--- src/design/ultrasonic_echo_ranger_defines.svh ---
// ---------------------------------------------------------------------------
// Ultrasonic echo ranger assertion macros
// Shared concurrent assertion forms, clocked on clk and disabled in reset.
// ---------------------------------------------------------------------------
`ifndef ULTRASONIC_ECHO_RANGER_DEFINES_SVH
`define ULTRASONIC_ECHO_RANGER_DEFINES_SVH

// Consequent must hold in the same cycle as the antecedent.
`define UER_ASSERT_SAME(name, ante, cons, msg) \
	name: assert property (@(posedge clk) disable iff (!arst_n) (ante) |-> (cons)) \
		else $error(msg);

// Consequent must hold in the cycle after the antecedent.
`define UER_ASSERT_NEXT(name, ante, cons, msg) \
	name: assert property (@(posedge clk) disable iff (!arst_n) (ante) |=> (cons)) \
		else $error(msg);

`endif

--- src/design/uer_pkg.sv ---
// ---------------------------------------------------------------------------
// Ultrasonic echo ranger package
// Widths, register indexes, reset values and types shared by the design.
// ---------------------------------------------------------------------------
package uer_pkg;

	localparam int WIDTH_BITS = 25;
	localparam int TRIG_BITS  = 16;
	localparam int SCALE_BITS = 16;
	localparam int DIST_BITS  = WIDTH_BITS + SCALE_BITS;
	localparam int IDX_BITS   = 3;

	localparam logic [WIDTH_BITS-1:0] WIDTH_MAX = {WIDTH_BITS{1'b1}};

	typedef enum logic [IDX_BITS-1:0] {
		REG_TRIG_HIGH = 3'd0,
		REG_TRIG_LOW  = 3'd1,
		REG_SCALE     = 3'd2,
		REG_MIN_VALID = 3'd3,
		REG_MAX_VALID = 3'd4
	} reg_idx_t;

	localparam logic [15:0]           RST_TRIG_HIGH = 16'd1;
	localparam logic [15:0]           RST_TRIG_LOW  = 16'd1000;
	localparam logic [15:0]           RST_SCALE     = 16'd38617;
	localparam logic [WIDTH_BITS-1:0] RST_MIN_VALID = WIDTH_BITS'(100);
	localparam logic [WIDTH_BITS-1:0] RST_MAX_VALID = WIDTH_BITS'(18000000);

	typedef struct packed {
		logic [15:0]           trig_high;
		logic [15:0]           trig_low;
		logic [SCALE_BITS-1:0] scale;
	} front_cfg_t;

	// What the front stage hands to the tracking stage for one tick.
	typedef struct packed {
		logic                  trigger;
		logic                  done;
		logic                  clear;
		logic [WIDTH_BITS-1:0] width;
		logic [DIST_BITS-1:0]  product;
	} front_res_t;

endpackage

--- src/design/uer_if.sv ---
// ---------------------------------------------------------------------------
// Ultrasonic echo ranger channels
// Tick input channel and result output channel, valid/ready handshake.
// ---------------------------------------------------------------------------
interface uer_tick_if;
	logic valid;
	logic ready;
	logic echo;
	logic enable;

	modport source (output valid, output echo, output enable, input ready);
	modport sink (input valid, input echo, input enable, output ready);
endinterface

interface uer_result_if;
	logic                           valid;
	logic                           ready;
	logic                           trigger;
	logic                           done_res;
	logic [uer_pkg::WIDTH_BITS-1:0] width_ticks;
	logic [uer_pkg::DIST_BITS-1:0]  distance;
	logic                           in_range;
	logic [uer_pkg::DIST_BITS-1:0]  near_distance;
	logic [uer_pkg::DIST_BITS-1:0]  far_distance;

	modport source (output valid, output trigger, output done_res, output width_ticks,
		output distance, output in_range, output near_distance, output far_distance,
		input ready);
	modport sink (input valid, input trigger, input done_res, input width_ticks,
		input distance, input in_range, input near_distance, input far_distance,
		output ready);
endinterface

--- src/design/uer_front.sv ---
// ---------------------------------------------------------------------------
// Ultrasonic echo ranger front stage
// Edge detection, trigger generator, echo width counter and distance product.
// ---------------------------------------------------------------------------
module uer_front (
	input  logic                clk,
	input  logic                arst_n,
	input  logic                accept,
	input  logic                echo,
	input  logic                enable,
	input  uer_pkg::front_cfg_t cfg,
	output uer_pkg::front_res_t res_s1
);

	logic                           echo_prev_q;
	logic                           enable_prev_q;
	logic [uer_pkg::WIDTH_BITS-1:0] pulse_q;
	logic [uer_pkg::WIDTH_BITS-1:0] last_width_q;
	logic [uer_pkg::TRIG_BITS-1:0]  phase_q;
	logic                           level_q;

	logic                           echo_prev_d;
	logic [uer_pkg::WIDTH_BITS-1:0] pulse_cur;
	logic [uer_pkg::WIDTH_BITS-1:0] pulse_d;
	logic [uer_pkg::WIDTH_BITS-1:0] last_width_d;
	logic [uer_pkg::TRIG_BITS-1:0]  phase_cur;
	logic [uer_pkg::TRIG_BITS-1:0]  phase_inc;
	logic [uer_pkg::TRIG_BITS-1:0]  phase_len;
	logic [uer_pkg::TRIG_BITS-1:0]  phase_d;
	logic                           level_cur;
	logic                           level_d;
	logic                           echo_was;
	logic                           trigger_d;
	logic                           done_d;
	logic                           clear_d;
	logic [uer_pkg::DIST_BITS-1:0]  product_d;

	always_comb begin
		// A rising edge of enable restarts the trigger at its high phase.
		clear_d   = enable && !enable_prev_q;
		level_cur = clear_d ? 1'b1 : level_q;
		phase_cur = clear_d ? '0 : phase_q;
		pulse_cur = clear_d ? '0 : pulse_q;
		echo_was  = echo_prev_q;

		phase_len = level_cur ? uer_pkg::TRIG_BITS'(cfg.trig_high)
			: uer_pkg::TRIG_BITS'(cfg.trig_low);
		phase_inc = phase_cur + uer_pkg::TRIG_BITS'(1);

		product_d = uer_pkg::DIST_BITS'(pulse_cur) * uer_pkg::DIST_BITS'(cfg.scale);

		trigger_d    = 1'b0;
		done_d       = 1'b0;
		level_d      = 1'b0;
		phase_d      = '0;
		pulse_d      = '0;
		echo_prev_d  = 1'b0;
		last_width_d = last_width_q;

		if (enable) begin
			trigger_d = level_cur;
			// A phase length of zero still toggles after one tick.
			if (phase_inc >= phase_len) begin
				level_d = !level_cur;
				phase_d = '0;
			end else begin
				level_d = level_cur;
				phase_d = phase_inc;
			end

			if (echo) begin
				if (!echo_was) begin
					pulse_d = uer_pkg::WIDTH_BITS'(1);
				end else if (pulse_cur != uer_pkg::WIDTH_MAX) begin
					pulse_d = pulse_cur + uer_pkg::WIDTH_BITS'(1);
				end else begin
					pulse_d = pulse_cur;
				end
			end else if (echo_was) begin
				done_d       = 1'b1;
				last_width_d = pulse_cur;
				pulse_d      = '0;
			end else begin
				pulse_d = pulse_cur;
			end
			echo_prev_d = echo;
		end
	end

	always_ff @(posedge clk or negedge arst_n) begin
		if (!arst_n) begin
			echo_prev_q   <= 1'b0;
			enable_prev_q <= 1'b0;
			pulse_q       <= '0;
			last_width_q  <= '0;
			phase_q       <= '0;
			level_q       <= 1'b0;
		end else if (accept) begin
			echo_prev_q   <= echo_prev_d;
			enable_prev_q <= enable;
			pulse_q       <= pulse_d;
			last_width_q  <= last_width_d;
			phase_q       <= phase_d;
			level_q       <= level_d;
		end
	end

	always_ff @(posedge clk) begin
		if (accept) begin
			res_s1.trigger <= trigger_d;
			res_s1.done    <= done_d;
			res_s1.clear   <= clear_d;
			res_s1.width   <= last_width_d;
			res_s1.product <= product_d;
		end
	end

endmodule

--- src/design/ultrasonic_echo_ranger.sv ---
// ---------------------------------------------------------------------------
// Ultrasonic echo ranger
// Trigger generation, echo pulse width measurement and distance tracking.
// ---------------------------------------------------------------------------
// Usage: every timer tick is sent as one transfer on the tick channel with
// the sampled echo level and the enable level. Each tick yields exactly one
// transfer on the result channel: the trigger level to drive for that tick,
// a done flag when an echo pulse ended, the last width, distance and range
// flag, and the session minimum and maximum distance.
// Each tick is registered in the front stage and then in the output register
// before result valid. Throughput is one tick per cycle unless the result
// receiver stalls: the front stage (edge detection, counters, 25x16 distance
// multiply) feeds the tracking stage (min/max compares). The block holds up to two ticks in flight.
// When the result receiver stalls, the finished result stays in the output
// register and one more tick is still taken into the front stage; after
// that, tick ready drops until the result is transferred.
// Reset clears all session state and loads the register defaults. The user
// must write registers through cfg_we/cfg_index/cfg_wdata only while the
// block is idle (not enforced); indexes past the last register are ignored.
// ---------------------------------------------------------------------------
`include "ultrasonic_echo_ranger_defines.svh"

module ultrasonic_echo_ranger (
	input  logic                           clk,
	input  logic                           arst_n,
	uer_tick_if.sink                       tick,
	uer_result_if.source                   result,
	input  logic                           cfg_we,
	input  logic [uer_pkg::IDX_BITS-1:0]   cfg_index,
	input  logic [uer_pkg::WIDTH_BITS-1:0] cfg_wdata
);

	logic [15:0]                    trig_high_q;
	logic [15:0]                    trig_low_q;
	logic [uer_pkg::SCALE_BITS-1:0] scale_q;
	logic [uer_pkg::WIDTH_BITS-1:0] min_valid_q;
	logic [uer_pkg::WIDTH_BITS-1:0] max_valid_q;

	uer_pkg::front_cfg_t front_cfg;
	uer_pkg::front_res_t res_s1;

	logic                           s1_valid_q;
	logic                           out_valid_q;
	logic                           advance;
	logic                           accept;
	logic                           load_s2;

	logic                           trigger_s2;
	logic                           done_s2;
	logic [uer_pkg::WIDTH_BITS-1:0] width_s2;
	logic                           in_range_s2;
	logic [uer_pkg::DIST_BITS-1:0]  last_dist_q;
	logic [uer_pkg::DIST_BITS-1:0]  least_q;
	logic [uer_pkg::DIST_BITS-1:0]  greatest_q;
	logic                           have_q;

	logic [uer_pkg::DIST_BITS-1:0]  least_d;
	logic [uer_pkg::DIST_BITS-1:0]  greatest_d;
	logic [uer_pkg::DIST_BITS-1:0]  last_dist_d;
	logic                           have_d;
	logic                           in_range_d;

	// Configuration registers.
	always_ff @(posedge clk or negedge arst_n) begin
		if (!arst_n) begin
			trig_high_q <= uer_pkg::RST_TRIG_HIGH;
			trig_low_q  <= uer_pkg::RST_TRIG_LOW;
			scale_q     <= uer_pkg::RST_SCALE;
			min_valid_q <= uer_pkg::RST_MIN_VALID;
			max_valid_q <= uer_pkg::RST_MAX_VALID;
		end else if (cfg_we) begin
			unique case (cfg_index)
				uer_pkg::REG_TRIG_HIGH: trig_high_q <= cfg_wdata[15:0];
				uer_pkg::REG_TRIG_LOW:  trig_low_q  <= cfg_wdata[15:0];
				uer_pkg::REG_SCALE:     scale_q     <= cfg_wdata[uer_pkg::SCALE_BITS-1:0];
				uer_pkg::REG_MIN_VALID: min_valid_q <= cfg_wdata;
				uer_pkg::REG_MAX_VALID: max_valid_q <= cfg_wdata;
				default: ;
			endcase
		end
	end

	assign front_cfg.trig_high = trig_high_q;
	assign front_cfg.trig_low  = trig_low_q;
	assign front_cfg.scale     = scale_q;

	// The whole pipeline moves when the output register is free or drained.
	assign advance    = !out_valid_q || result.ready;
	assign tick.ready = !s1_valid_q || advance;
	assign accept     = tick.valid && tick.ready;
	assign load_s2    = advance && s1_valid_q;

	always_ff @(posedge clk or negedge arst_n) begin
		if (!arst_n) begin
			s1_valid_q  <= 1'b0;
			out_valid_q <= 1'b0;
		end else begin
			if (accept) begin
				s1_valid_q <= 1'b1;
			end else if (advance) begin
				s1_valid_q <= 1'b0;
			end
			if (advance) begin
				out_valid_q <= s1_valid_q;
			end
		end
	end

	uer_front u_front (
		.clk    (clk),
		.arst_n (arst_n),
		.accept (accept),
		.echo   (tick.echo),
		.enable (tick.enable),
		.cfg    (front_cfg),
		.res_s1 (res_s1)
	);

	// Session tracking: a new session empties min/max before this tick's reading.
	always_comb begin
		least_d     = res_s1.clear ? '0 : least_q;
		greatest_d  = res_s1.clear ? '0 : greatest_q;
		have_d      = res_s1.clear ? 1'b0 : have_q;
		last_dist_d = last_dist_q;
		if (res_s1.done) begin
			last_dist_d = res_s1.product;
			if (!have_d) begin
				least_d    = res_s1.product;
				greatest_d = res_s1.product;
			end else begin
				if (res_s1.product < least_d) begin
					least_d = res_s1.product;
				end
				if (res_s1.product > greatest_d) begin
					greatest_d = res_s1.product;
				end
			end
			have_d = 1'b1;
		end
		in_range_d = (res_s1.width > min_valid_q) && (res_s1.width < max_valid_q);
	end

	always_ff @(posedge clk or negedge arst_n) begin
		if (!arst_n) begin
			last_dist_q <= '0;
			least_q     <= '0;
			greatest_q  <= '0;
			have_q      <= 1'b0;
		end else if (load_s2) begin
			last_dist_q <= last_dist_d;
			least_q     <= least_d;
			greatest_q  <= greatest_d;
			have_q      <= have_d;
		end
	end

	always_ff @(posedge clk) begin
		if (load_s2) begin
			trigger_s2  <= res_s1.trigger;
			done_s2     <= res_s1.done;
			width_s2    <= res_s1.width;
			in_range_s2 <= in_range_d;
		end
	end

	assign result.valid         = out_valid_q;
	assign result.trigger       = trigger_s2;
	assign result.done_res      = done_s2;
	assign result.width_ticks   = width_s2;
	assign result.distance      = last_dist_q;
	assign result.in_range      = in_range_s2;
	assign result.near_distance = least_q;
	assign result.far_distance  = greatest_q;

	`UER_ASSERT_SAME(a_min_le_max, 1'b1, least_q <= greatest_q,
		"session minimum distance exceeds maximum")
	`UER_ASSERT_SAME(a_done_within_bounds, out_valid_q && done_s2,
		(least_q <= last_dist_q) && (last_dist_q <= greatest_q),
		"finished reading lies outside the session bounds")
	`UER_ASSERT_SAME(a_full_stall_blocks, s1_valid_q && out_valid_q && !result.ready,
		!tick.ready, "tick taken while both stages are full and stalled")
	`UER_ASSERT_NEXT(a_no_reading_zero, !have_q && !load_s2,
		(least_q == '0) && (greatest_q == '0),
		"session bounds nonzero before any reading")

endmodule

--- src/flat_wrapper.sv ---
// flat-port wrapper written by rule: the top's interface ports become plain ports
module ultrasonic_echo_ranger_flat 
  (clk, arst_n, cfg_we, cfg_index, cfg_wdata, tick_valid, tick_echo, tick_enable, tick_ready, result_valid, result_trigger, result_done_res, result_width_ticks, result_distance, result_in_range, result_near_distance, result_far_distance, result_ready);
  uer_tick_if tick_i ();
  uer_result_if result_i ();
  input  logic clk;
  input  logic arst_n;
  input  logic cfg_we;
  input  logic [uer_pkg::IDX_BITS-1:0] cfg_index;
  input  logic [uer_pkg::WIDTH_BITS-1:0] cfg_wdata;
  input wire logic [$bits(tick_i.valid)-1:0] tick_valid;
  input wire logic [$bits(tick_i.echo)-1:0] tick_echo;
  input wire logic [$bits(tick_i.enable)-1:0] tick_enable;
  output wire logic [$bits(tick_i.ready)-1:0] tick_ready;
  output wire logic [$bits(result_i.valid)-1:0] result_valid;
  output wire logic [$bits(result_i.trigger)-1:0] result_trigger;
  output wire logic [$bits(result_i.done_res)-1:0] result_done_res;
  output wire logic [$bits(result_i.width_ticks)-1:0] result_width_ticks;
  output wire logic [$bits(result_i.distance)-1:0] result_distance;
  output wire logic [$bits(result_i.in_range)-1:0] result_in_range;
  output wire logic [$bits(result_i.near_distance)-1:0] result_near_distance;
  output wire logic [$bits(result_i.far_distance)-1:0] result_far_distance;
  input wire logic [$bits(result_i.ready)-1:0] result_ready;
  assign tick_i.valid = tick_valid;
  assign tick_i.echo = tick_echo;
  assign tick_i.enable = tick_enable;
  assign tick_ready = tick_i.ready;
  assign result_valid = result_i.valid;
  assign result_trigger = result_i.trigger;
  assign result_done_res = result_i.done_res;
  assign result_width_ticks = result_i.width_ticks;
  assign result_distance = result_i.distance;
  assign result_in_range = result_i.in_range;
  assign result_near_distance = result_i.near_distance;
  assign result_far_distance = result_i.far_distance;
  assign result_i.ready = result_ready;
  ultrasonic_echo_ranger u_core (.clk(clk), .arst_n(arst_n), .tick(tick_i), .result(result_i), .cfg_we(cfg_we), .cfg_index(cfg_index), .cfg_wdata(cfg_wdata));
endmodule
--- config.mk ---
export PLATFORM = sky130hd
export DESIGN_NAME = ultrasonic_echo_ranger_flat
export DESIGN_NICKNAME = d
export VERILOG_FILES = /design/src/design/uer_pkg.sv /design/src/design/uer_if.sv /design/src/design/uer_front.sv /design/src/design/ultrasonic_echo_ranger.sv /design/src/flat_wrapper.sv
export VERILOG_INCLUDE_DIRS = /design/src /design/src/design
export SDC_FILE = /design/constraint.sdc
export NUM_CORES = 2
export LEC_CHECK = 0
export BUFFER_PORTS_ARGS = -buffer_cell sky130_fd_sc_hd__clkbuf_2
export CORE_MARGIN = 1
export CORE_UTILIZATION = 30
export CTS_CLUSTER_DIAMETER = 120
export DETAILED_ROUTE_END_ITERATION = 8
export GPL_TIMING_DRIVEN = 1
export PLACE_DENSITY = 0.55
export SYNTH_ARGS = -nofsm -noshare
export SYNTH_HDL_FRONTEND = slang
export SYNTH_SLANG_ARGS = --single-unit
--- constraint.sdc ---
create_clock -name clk -period 22.6 [get_ports clk]
set_clock_uncertainty 0.15 [all_clocks]
set_input_delay 2.26 -clock clk [delete_from_list [all_inputs] [get_ports clk]]
set_output_delay 2.26 -clock clk [all_outputs]
set_load 0.05 [all_outputs]
==> reports/metrics.yaml <==
layout_common_cells: "nand2_1 (553), inv_1 (464), fa_1 (320)"
synthSimpleGateAreaFrac: 0.166
rsz0062_at_grt: "false"
diodes: 0
ys_async_sr_fraction: 0.751
max_freq_mhz: 97.1
gr-usage-all-layers: 0.167
fp.dieH_um: 334
worst_slew_margin_rel: 0.216
critPathKind: "in2reg"
status: "completed"
synth_compound_area_frac: 0.0847
synth-xor-area-share: 0.0127
cts.sink_count: 390
tns_ns: 0
tightest_slew_ns: 1.18
nNetsFinal: 4092
wl_mm: 93.1
p_leak_uw: 0.0180
synthAdderAreaFrac: 0.292
num_io_pins: 188
drive_gt1_frac: 0.133
num_vias: 24400
synth_area_um2: 33100
cap_viol_max_count: 0
worstPathArrival_ns: 10.54
tritoncts: "built"
place.gp.congestion: 0.856
cts_resized: 0
reg2reg_from: "u_core.u_front.enable_prev_q"
power.switching_uw: 886
die_x_um: 334
grt_pass1_vias: 24700
synth_seq_area_share: 0.311
p_comb_frac: 0.262
worstPathRequired_ns: 22.84
syn2layout_area_growth_pct: 11.3
dominantRegCellSynth: "dfrtp_1"
synth_nets: 4020
start_kind: "primary input"
switching_share: 0.380
grt_first_pass_wirelength_mm: 146
final_common_cell: "nand2_1"
postRouteAntennaNets: 0
hold_buffers: 0
cts-root-buf: "clkbuf_16"
die_area_um2: 112000
grt_max_degree: 134
worstSetupEndpointType: "register"
numCtsBuffers: 46
viasPerCell: 4.95
synth_area_per_cell_um2: 9.72
p_int_uw: 1450
initial_core_util: 0.303
post_drt_wl_per_cell_um: 18.9
grt-ovfl-total: 0
min_from: "u_core.result.distance[14]"
drv_slew: 0
setup_violations: 0
post-route-period-util: 0.456
startpoint: "tick_enable"
hp-class: "reg2reg"
cts.clk_slew.worst_paths_ns: 0.06
max-vdd-ir-drop_uv: 60.4
synth-edff-count: 97
core_area_um2: 109000
first_pass_iters: 5
drc: 0
synth_top_family_by_area: "adder cells"
p_seq_frac: 0.409
synth_cells: 3404
power_density_nw_per_um2: 63.4
row_count: 121
htreeDepth: 2
ys_types: 89
place_hpwl_mm: 69.6
synth_seq_cells: 390
initialDrtViolationCount: 1595
ys_warn_count: 0
synth_mux_area_frac: 0.0560
finalCriticalPeriod_ns: 10.30
antenna_found_initial: 4
utilization: 0.338
clockBufferDepth: 3
cts_setup_buffers: 0
port_buffers: 187
clock_power_share: 0.329
clkLatencyLatePin_ns: 0.63
hold_viol: 0
path_max_fanout: 133
[final timing paths]
kind / to / slack, ns / cells after the start
max in group asynchronous: u_core.trig_high_q[1] / 18.45 / 3
min: u_core.result.distance[14] / 0.32 / 2
max reg2reg: u_core.u_front.res_s1[40] / 13.72 / 22
max: u_core.u_front.res_s1[40] / 12.30 / 23
min in group asynchronous: u_core.result.distance[3] / 1.54 / 1
min reg2reg: u_core.result.distance[14] / 0.32 / 2
[power groups by stage]
stage | combinational, uW | sequential [uW] | clock, uW
global route | 670 | 967 | 813
floorplan | 292 | 1080 | 0
finish | 612 | 954 | 767
global placement | 610 | 964 | 0
detailed placement | 618 | 966 | 0
CTS | 620 | 953 | 788
[cell type report]
| type | count | area [um2] |
|---|---|---|
| inverters | 467 | 1760 |
| repair buffers | 216 | 1160 |
| fillers | 11100 | 72200 |
| clock inverters | 26 | 265 |
| multi-input cells | 2355 | 20300 |
| clock buffers | 60 | 1290 |
| flip-flops and latches | 390 | 10300 |
| well taps | 1414 | 1770 |
[kinds of logic (layout without fill, tap and decap cells)]
kind of cell / Yosys count / count (layout)
muxes: 171 / 171
xor gates and xnor gates: 48 / 48
and+or+nand+nor: 1141 / 1141
DFF: 390 / 390
buffers and inverters: 659 / 769
AOI/OAI and AO/OA: 414 / 414
adders and majority gates: 581 / 581
[state kept, by name (all words and copies together), names as in the netlist, 16 cells and up]
| register | cells |
|---|---|
| u_core.result.near_distance | 41 |
| u_core.min_valid_q | 25 |
| u_core.trig_high_q | 16 |
| u_core.result.distance | 41 |
| u_core.u_front.pulse_q | 25 |
| u_core.result.far_distance | 41 |
| u_core.result.width_ticks | 25 |
| u_core.scale_q | 16 |
| u_core.u_front.res_s1 | 69 |
| u_core.trig_low_q | 16 |
| u_core.u_front.phase_q | 16 |
| u_core.u_front.last_width_q | 25 |
| u_core.max_valid_q | 25 |
[through the flow]
step           setup WS, ns  hold WS, ns  power, uW  cell area [um2]  std cells
2_1_floorplan         13.39        0.250       1370            33100       3404
3_3_place_gp          12.04        0.308       1570            35300       4842
3_5_place_dp          11.73        0.314       1580            35300       4842
4_1_cts               12.35        0.329       2360            36800       4928
5_1_grt               11.72        0.345       2450            36800       4928
6_report              12.30        0.324       2330            36800       4928
[cell usage after synthesis (all sizes together) (8+ instances only)]
cell    instances  area (um2)
dfstp          26         683
a21o           60         450
and2           30         193
nand2         555        2080
or3             8        50.1
a21oi          80         400
xor2           21         184
clkbuf        172         666
a32oi          41         359
a22o           17         149
edfxtp         97        2910
nand3          69         350
o21ai         109         546
o21a           22         165
buf            19         113
nor2           96         368
inv           466        1750
nor4           12        81.3
dfrtp         267        6680
nor3           19         100
a211oi         10        80.1
nand2b        102         646
nor2b          17         106
a31oi           9        56.3
o31ai          11        82.6
mux2          113        1270
and3          180        1140
fa            320        6410
xnor2          27         236
nand4          37         246
ha            261        3270
mux2i          58         581
[layer usage]
layer  up-vias  part of all wire  GRT usage  routed length (um)
met3       138             0.045     0.0207                4180
met1     12300              0.43      0.217               40400
met2       584              0.49      0.285               45600
li1      11400                 -          -                   -
met4         2             0.032     0.0552                2980
met5         -           0.00012          0                  11
[worst max-delay path, cell delays in order]
cell and delay (ns):
clkbuf_2 0.18, nand2b_4 0.62, buf_4 0.91, and2_0 0.83, nand2_1 0.18, fa_1 0.56
fa_1 0.52, fa_1 0.53, inv_1 0.06, fa_1 0.44, fa_1 0.51, inv_1 0.05
fa_1 0.47, inv_1 0.04, ha_1 0.36, a21oi_1 0.26, o21ai_0 0.15, a211oi_1 0.44
a2bb2oi_1 0.21, o21ai_1 0.14, o41ai_2 0.47, nor2_1 0.09, a211oi_1 0.22
Power figures use the tool's default switching activity.
